**src/hdl/ciop_pkg.sv**
```systemverilog
// -----------------------------------------------------------------------------
// ciop_pkg
// shared types and constants of the processor i/o port with bit discharge
// -----------------------------------------------------------------------------
package ciop_pkg;

   // command codes of an input transaction
   typedef enum logic [2:0] {
      CMD_TICK      = 3'd0,
      CMD_READ_PORT = 3'd1,
      CMD_READ_DIR  = 3'd2,
      CMD_WRITE_PORT = 3'd3,
      CMD_WRITE_DIR = 3'd4
   } cmd_type;

   // csr register indexes
   typedef enum logic [0:0] {
      REG_DISCHARGE_LENGTH = 1'd0
   } reg_index_type;

   localparam int LENGTH_WIDTH = 20;
   localparam int CSR_ADDR_WIDTH = 3;
   localparam int CSR_DATA_WIDTH = 32;

   localparam logic [LENGTH_WIDTH-1:0] LENGTH_RESET = 20'd350000;
   localparam logic [7:0] PORT_RESET = 8'hFF;

   localparam logic [7:0] PULL_UP_LOW = 8'h07;
   localparam logic [7:0] BIT3_MASK   = 8'h08;
   localparam logic [7:0] PLAY_MASK   = 8'h10;
   localparam logic [7:0] MOTOR_MASK  = 8'h20;
   localparam logic [7:0] BIT6_MASK   = 8'h40;
   localparam logic [7:0] BIT7_MASK   = 8'h80;

   typedef struct packed {
      logic [2:0] command;
      logic [7:0] write_value;
      logic       play_key_pressed;
   } req_type;

   typedef struct packed {
      logic [7:0] read_data;
      logic       motor_on;
   } rsp_type;

endpackage

```
**src/hdl/cpu_io_port_with_bit_discharge_top.sv**
```systemverilog
// -----------------------------------------------------------------------------
// cpu_io_port_with_bit_discharge_top
// 8-bit processor i/o port with data and direction registers, tape motor
// drive and timed discharge of floating high bits 6 and 7
// -----------------------------------------------------------------------------
//
//   channel   handshake              payload / access
//   -------   --------------------   -------------------------------------
//   req       req_valid, req_ready   req_payload: command, value, play key
//   rsp       rsp_valid, rsp_ready   rsp_payload: read_data, motor_on
//   csr       psel/penable/pready    byte 0: discharge_length (20 bits)
//
// one transaction per cycle sustained while rsp_ready stays high; a result
// is valid once its request has passed the input register and then the
// result register
// the whole command is decoded and applied between the input register and
// the result register, so the port state is updated once per transaction
// synchronous active-high reset; no clearing pass, state resets at once
// a stalled result register holds its transaction while the input register
// can still take one more; req_ready falls only when both are full
//
module cpu_io_port_with_bit_discharge_top import ciop_pkg::*; #(
   parameter int COUNT_WIDTH = 20
) (
   input  logic                      clock,
   input  logic                      reset,
   // request channel
   input  logic                      req_valid,
   output logic                      req_ready,
   input  req_type                   req_payload,
   // result channel
   output logic                      rsp_valid,
   input  logic                      rsp_ready,
   output rsp_type                   rsp_payload,
   // csr port
   input  logic                      csr_psel,
   input  logic                      csr_penable,
   input  logic                      csr_pwrite,
   input  logic [CSR_ADDR_WIDTH-1:0] csr_paddr,
   input  logic [CSR_DATA_WIDTH-1:0] csr_pwdata,
   output logic [CSR_DATA_WIDTH-1:0] csr_prdata,
   output logic                      csr_pready
);

   logic                    in_valid_ff, in_valid_in;
   req_type                 in_item_ff;
   logic                    out_valid_ff, out_valid_in;
   rsp_type                 out_item_ff;
   logic [LENGTH_WIDTH-1:0] length_ff;
   logic                    advance;
   logic                    req_take;
   logic                    csr_write;
   logic                    csr_hit;
   rsp_type                 result;

   // ---------------------------------------------------------------- csr port
   assign csr_pready = 1'b1;
   // register index is the word address
   assign csr_hit    = csr_paddr[CSR_ADDR_WIDTH-1] == REG_DISCHARGE_LENGTH;
   assign csr_write  = csr_psel && csr_penable && csr_pwrite && csr_pready;
   assign csr_prdata = csr_hit ? CSR_DATA_WIDTH'(length_ff) : '0;

   always_ff @(posedge clock) begin
      if (reset) begin
         length_ff <= LENGTH_RESET;
      end else if (csr_write && csr_hit) begin
         length_ff <= csr_pwdata[LENGTH_WIDTH-1:0];
      end
   end

   // ---------------------------------------------------------------- pipeline
   // the input register moves on whenever the result register is free or drains
   assign advance     = in_valid_ff && (!out_valid_ff || rsp_ready);
   assign req_ready   = !in_valid_ff || advance;
   assign req_take    = req_valid && req_ready;
   assign in_valid_in = req_take || (in_valid_ff && !advance);
   assign out_valid_in = advance || (out_valid_ff && !rsp_ready);

   always_ff @(posedge clock) begin
      if (reset) begin
         in_valid_ff  <= 1'b0;
         out_valid_ff <= 1'b0;
      end else begin
         in_valid_ff  <= in_valid_in;
         out_valid_ff <= out_valid_in;
      end
   end

   always_ff @(posedge clock) begin
      if (req_take) in_item_ff  <= req_payload;
      if (advance)  out_item_ff <= result;
   end

   // port state and command execution
   ciop_port_regs #(
      .COUNT_WIDTH (COUNT_WIDTH)
   ) u_port_regs (
      .clock  (clock),
      .reset  (reset),
      .fire   (advance),
      .item   (in_item_ff),
      .length (length_ff),
      .result (result)
   );

   assign rsp_valid   = out_valid_ff;
   assign rsp_payload = out_item_ff;

endmodule

```
**src/hdl/ciop_port_regs.sv**
```systemverilog
// -----------------------------------------------------------------------------
// ciop_port_regs
// port, direction, float and discharge state; computes one result per command
// -----------------------------------------------------------------------------
module ciop_port_regs import ciop_pkg::*; #(
   parameter int COUNT_WIDTH = 20
) (
   input  logic                    clock,
   input  logic                    reset,
   input  logic                    fire,
   input  req_type                 item,
   input  logic [LENGTH_WIDTH-1:0] length,
   output rsp_type                 result
);

   localparam logic [63:0] CNT_MAX64 = (64'd1 << COUNT_WIDTH) - 64'd1;

   logic [7:0]             port_ff, port_in;
   logic [7:0]             dir_ff, dir_in;
   logic                   bit3_ff, bit3_in;
   logic [COUNT_WIDTH-1:0] cnt6_ff, cnt6_in;
   logic [COUNT_WIDTH-1:0] cnt7_ff, cnt7_in;
   logic                   motor_ff, motor_in;

   logic [COUNT_WIDTH-1:0] load_value;
   logic [7:0]             pull_bits;
   logic [7:0]             falling;
   logic [7:0]             read_data;

   // saturate the length when the countdown is narrower than the register
   always_comb begin
      if (64'(length) > CNT_MAX64) begin
         load_value = COUNT_WIDTH'(CNT_MAX64);
      end else begin
         load_value = COUNT_WIDTH'(64'(length));
      end
   end

   always_comb begin
      pull_bits = PULL_UP_LOW;
      if (bit3_ff)                pull_bits = pull_bits | BIT3_MASK;
      if (!item.play_key_pressed) pull_bits = pull_bits | PLAY_MASK;
      if (cnt6_ff != '0)          pull_bits = pull_bits | BIT6_MASK;
      if (cnt7_ff != '0)          pull_bits = pull_bits | BIT7_MASK;
   end

   assign falling = dir_ff & ~item.write_value & port_ff;

   always_comb begin
      port_in   = port_ff;
      dir_in    = dir_ff;
      bit3_in   = bit3_ff;
      cnt6_in   = cnt6_ff;
      cnt7_in   = cnt7_ff;
      motor_in  = motor_ff;
      read_data = 8'd0;
      unique case (item.command)
         CMD_TICK: begin
            if (cnt6_ff != '0) cnt6_in = cnt6_ff - COUNT_WIDTH'(1);
            if (cnt7_ff != '0) cnt7_in = cnt7_ff - COUNT_WIDTH'(1);
         end
         CMD_READ_PORT: begin
            read_data = (port_ff & dir_ff) | (pull_bits & ~dir_ff);
         end
         CMD_READ_DIR: begin
            read_data = dir_ff;
         end
         CMD_WRITE_PORT: begin
            port_in = item.write_value;
            // motor drive is low-active
            if ((dir_ff & MOTOR_MASK) != '0) begin
               motor_in = (item.write_value & MOTOR_MASK) == '0;
            end
         end
         CMD_WRITE_DIR: begin
            // becoming an output stops floating; output-to-input with a high bit starts it
            if ((item.write_value & BIT3_MASK) != '0) bit3_in = 1'b0;
            if ((item.write_value & BIT6_MASK) != '0) cnt6_in = '0;
            if ((item.write_value & BIT7_MASK) != '0) cnt7_in = '0;
            if ((falling & BIT3_MASK) != '0) bit3_in = 1'b1;
            if ((falling & BIT6_MASK) != '0) cnt6_in = load_value;
            if ((falling & BIT7_MASK) != '0) cnt7_in = load_value;
            dir_in = item.write_value;
         end
         default: begin
         end
      endcase
   end

   assign result.read_data = read_data;
   assign result.motor_on  = motor_in;

   always_ff @(posedge clock) begin
      if (reset) begin
         port_ff  <= PORT_RESET;
         dir_ff   <= '0;
         bit3_ff  <= 1'b0;
         cnt6_ff  <= '0;
         cnt7_ff  <= '0;
         motor_ff <= 1'b0;
      end else if (fire) begin
         port_ff  <= port_in;
         dir_ff   <= dir_in;
         bit3_ff  <= bit3_in;
         cnt6_ff  <= cnt6_in;
         cnt7_ff  <= cnt7_in;
         motor_ff <= motor_in;
      end
   end

endmodule

```
**config.mk**
```make
export PLATFORM = sky130hd
export DESIGN_NAME = cpu_io_port_with_bit_discharge_top
export DESIGN_NICKNAME = d
export VERILOG_FILES = /design/src/hdl/ciop_pkg.sv /design/src/hdl/cpu_io_port_with_bit_discharge_top.sv /design/src/hdl/ciop_port_regs.sv
export SDC_FILE = /design/constraint.sdc
export NUM_CORES = 1
export LEC_CHECK = 0
export BUFFER_PORTS_ARGS = -buffer_cell sky130_fd_sc_hd__buf_4
export CAP_MARGIN = 30
export CORE_UTILIZATION = 51
export DETAILED_ROUTE_END_ITERATION = 8
export PLACE_DENSITY = 0.86
export REMOVE_ABC_BUFFERS = 1
export SLEW_MARGIN = 40
export SYNTH_ARGS = -nofsm -noshare
export SYNTH_HDL_FRONTEND = slang
export SYNTH_SLANG_ARGS = --single-unit
```
**constraint.sdc**
```tcl
create_clock -name clock -period 1.95 [get_ports clock]
set_input_delay 0.39 -clock clock [delete_from_list [all_inputs] [get_ports clock]]
set_output_delay 0.39 -clock clock [all_outputs]
set_load 0.05 [all_outputs]
```
==> results.toml <==
[floorplan]
die_x_um = 104
dieArea_um2 = 10800
rows = 36
die_y_um = 104
core_um2 = 9910
initial_core_util_pct = 53.4
ios = 98

[synthesis]
synth_top_area_share_pct = 30.3
yosysWarningCount = 0
synthCells = 621
synth.distinct_cells = 63
ys_ff_latch = 101
syn_avg_cell_area_um2 = 8.52
synth_area_um2 = 5290
synth-main-ff-cell = "dfxtp_1"
synth_edf_count = 21
synth_area_leaders = "dfxtp_1 (30%), edfxtp_1 (12%), nand2_1 (6.7%), a21oi_1 (5.1%), nor2_1 (3.1%)"
yosys.area.top_type = "dfxtp_1"
synthArstFlopShare_pct = 0
yosysSeqAreaShare_pct = 42.2

[worst_setup_path]
r2r-start = "u_port_regs.cnt7_ff[8]"
crit_arrival_ns = 2.15
startpoint_type = "flip-flop"
reg2regPathDepth = 6
cp_max_fo = 5
endpoint_kind = "flip-flop"
reg2reg_to = "u_port_regs.cnt7_ff[1]"
r2r_setup_slack_ns = 0.04
crit_required_ns = 2.19
crit_type = "flip-flop to flip-flop"

[worst_hold_path]
hold_depth = 1
holdPathEnd = "in_item_ff[0]"
min-delay-start = "req_payload[0]"
hold_path.class = "input pin to flip-flop"

[routing]
route.met3.wl_um = 1360
vias = 5351
drtAntennaViolNets = 0
wl_met2_um = 7840
top_layer = "met4"
wl_per_cell_um = 18.4
wl_met1_um = 6110
drc = 0
viasPerCell = 6.16
wl_um = 15900
drtIter0Drc = 467
drtPass1Iterations = 5

[power]
p_comb_share_pct = 26.8
swShare_pct = 33.3
peakVddDrop_uv = 368
p_leak_nw = 2.78
powerDensity_nw_per_um2 = 730
p_sw_mw = 1.62
sequentialPowerShare_pct = 47.0
power_frac_clock_pct = 26.3
power_mw = 4.85
p_int_mw = 3.23

[placed_design]
hpwl_um = 10900
gp_congestion = 0.888
port_buffers = 70
pre_cts_ws_ns = -0.0761

[timing]
slew_violations = 0
min_period_ns = 1.91
post-route-period-util_pct = 98.0
maxSlewHeadroom_pct = 53.7
hold_viol = 0
finalClockSkew_ns = 0.00817
finalSetupViolations = 0
rsz0062_at_grt = "true"
fin_ws_ns = 0.0390
tightest_slew_ns = 0.693
max_freq_mhz = 523

[global_routing]
overflow = 0
grt_pass1_wl_um = 24700
grt_pass1_vias = 5055
gr-usage-all-layers_pct = 28.7
antenna_found_initial = 0
grt_max_degree = 59

[clocking]
clockBufferDepth = 2
cts-buffers-inserted = 9
root_buffer = "clkbuf_8"
htreeDepth = 3
cts_sinks = 101
ctsHoldBuffers = 0
clk_pin_slew_ns = 0.10
cts_tree = "built"
insertion_delay_ns = 0.39

[finish]
final_nets = 788
fillers = 756
final_util_pct = 67.0
drive_above_1_share_pct = 27.9
n_antenna_cell = 0
flow.area_growth_from_synthesis_pct = 25.4

[run_status]
status = "completed"

[run]
drv_cap = 0
-- worst max path at each step --
stage                           startpoint                      end  slack (ns)  cells past startpoint
floorplan                   in_item_ff[11]   u_port_regs.cnt6_ff[3]       -1.19                      5
global placement            in_item_ff[11]   u_port_regs.cnt7_ff[0]        0.04                      5
detailed placement          in_item_ff[11]  u_port_regs.cnt7_ff[10]       -0.08                      5
CTS                 u_port_regs.cnt7_ff[1]  u_port_regs.cnt7_ff[10]       0.009                      7
global route                 in_item_ff[9]  u_port_regs.cnt7_ff[19]       -0.03                      5
finish              u_port_regs.cnt7_ff[8]   u_port_regs.cnt7_ff[1]        0.04                      6
-- timing repair --
| item | CTS | global route |
|---|---|---|
| resized for setup | 5 | 32 |
| setup buffers | 0 | 3 |
| hold endpoints to repair | 0 | 0 |
| endpoints found under the setup margin | 13 | 38 |
| pin swaps | 0 | 10 |
-- power groups by stage --
stage	combinational, mW	clock, mW	sequential [mW]
final	1.30	1.27	2.28
after floorplan	0.718	0	2.34
after global placement	1.17	0	2.31
after CTS	1.22	1.29	2.27
after global routing	1.39	1.37	2.28
after detailed placement	1.20	0	2.32
-- metal layers --
metal  global-route usage, %  vias to the layer above
met2                    47.0                      315
met5                       0                        -
li1                        -                     2438
met4                    18.1                        0
met1                    34.8                     2536
met3                    5.33                       62
-- synth_stat cells (all sizes together) (6+ instances only) --
library cell,count
a211oi,13
a21o,6
a21oi,61
a221oi,8
a22oi,8
a31oi,8
buf,31
clkbuf,23
dfxtp,80
edfxtp,21
inv,16
mux2i,10
nand2,95
nand3,20
nand4,8
nor2,44
nor2b,23
nor3,19
nor4,12
o21ai,29
o2bb2ai,6
o31ai,7
or4,6
-- cell families after synthesis --
| logic type | share of synthesized area [%] |
|---|---|
| AND/OR/NAND/NOR | 24.6 |
| other | 0.142 |
| AO/OA/AOI/OAI | 21.7 |
| buffers and inverters | 6.69 |
| multiplexers | 2.10 |
| flip-flops | 42.2 |
| adder cells (fa/ha/maj) | 0.945 |
| XOR/XNOR | 1.65 |
-- worst max-delay path, cell delays in order (launching register included) --
cell      delay [ns]
dfxtp_1         0.42
nor3_4          0.28
nand3_2         0.11
or4_4           0.54
buf_4           0.18
a21oi_1         0.15
a211oi_1        0.07
-- registers in the layout, summed over array words and instances, names as in the netlist --
signal and flops:
in_item_ff 12, in_valid_ff 1, length_ff 20, rsp_payload 9, rsp_valid 1, u_port_regs.bit3_ff 1
u_port_regs.cnt6_ff 20, u_port_regs.cnt7_ff 20, u_port_regs.dir_ff 8, u_port_regs.motor_ff 1, u_port_regs.port_ff 8
-- cell usage in the layout, fill, tap and decap left out, types with 9 or more instances in the layout --
cell type / n
buf_4: 136
nand2_1: 94
dfxtp_1: 76
a21oi_1: 53
nor2_1: 40
nor2b_1: 23
edfxtp_1: 21
nand3_1: 17
inv_1: 16
nor3_1: 15
o21ai_1: 15
o21ai_0: 14
conb_1: 13
a211oi_1: 12
mux2i_1: 10
clkbuf_8: 9
-- metrics by stage --
stage	hold WS, ns	cell area [um2]	setup TNS [ns]	cells
final	0.173	6640	0	868
after global routing	0.155	6640	-0.197	868
after CTS	0.159	6480	0	865
after detailed placement	0.464	6290	-0.320	849
after global placement	0.446	6290	0	849
after floorplan	0.431	5040	-37.59	578
-- final cells by class --
| type | instances | area (um2) | area share, % |
|---|---|---|---|
| multi-input cells | 461 | 2890 | 43.5 |
| flip-flops and latches | 101 | 2240 | 33.7 |
| repair buffers | 141 | 1100 | 16.6 |
| well taps | 133 | 166 | 2.51 |
| clock buffers | 9 | 124 | 1.87 |
| inverters | 16 | 60.1 | 0.905 |
| clock inverters | 7 | 57.6 | 0.867 |
Power figures use the tool's default switching activity.
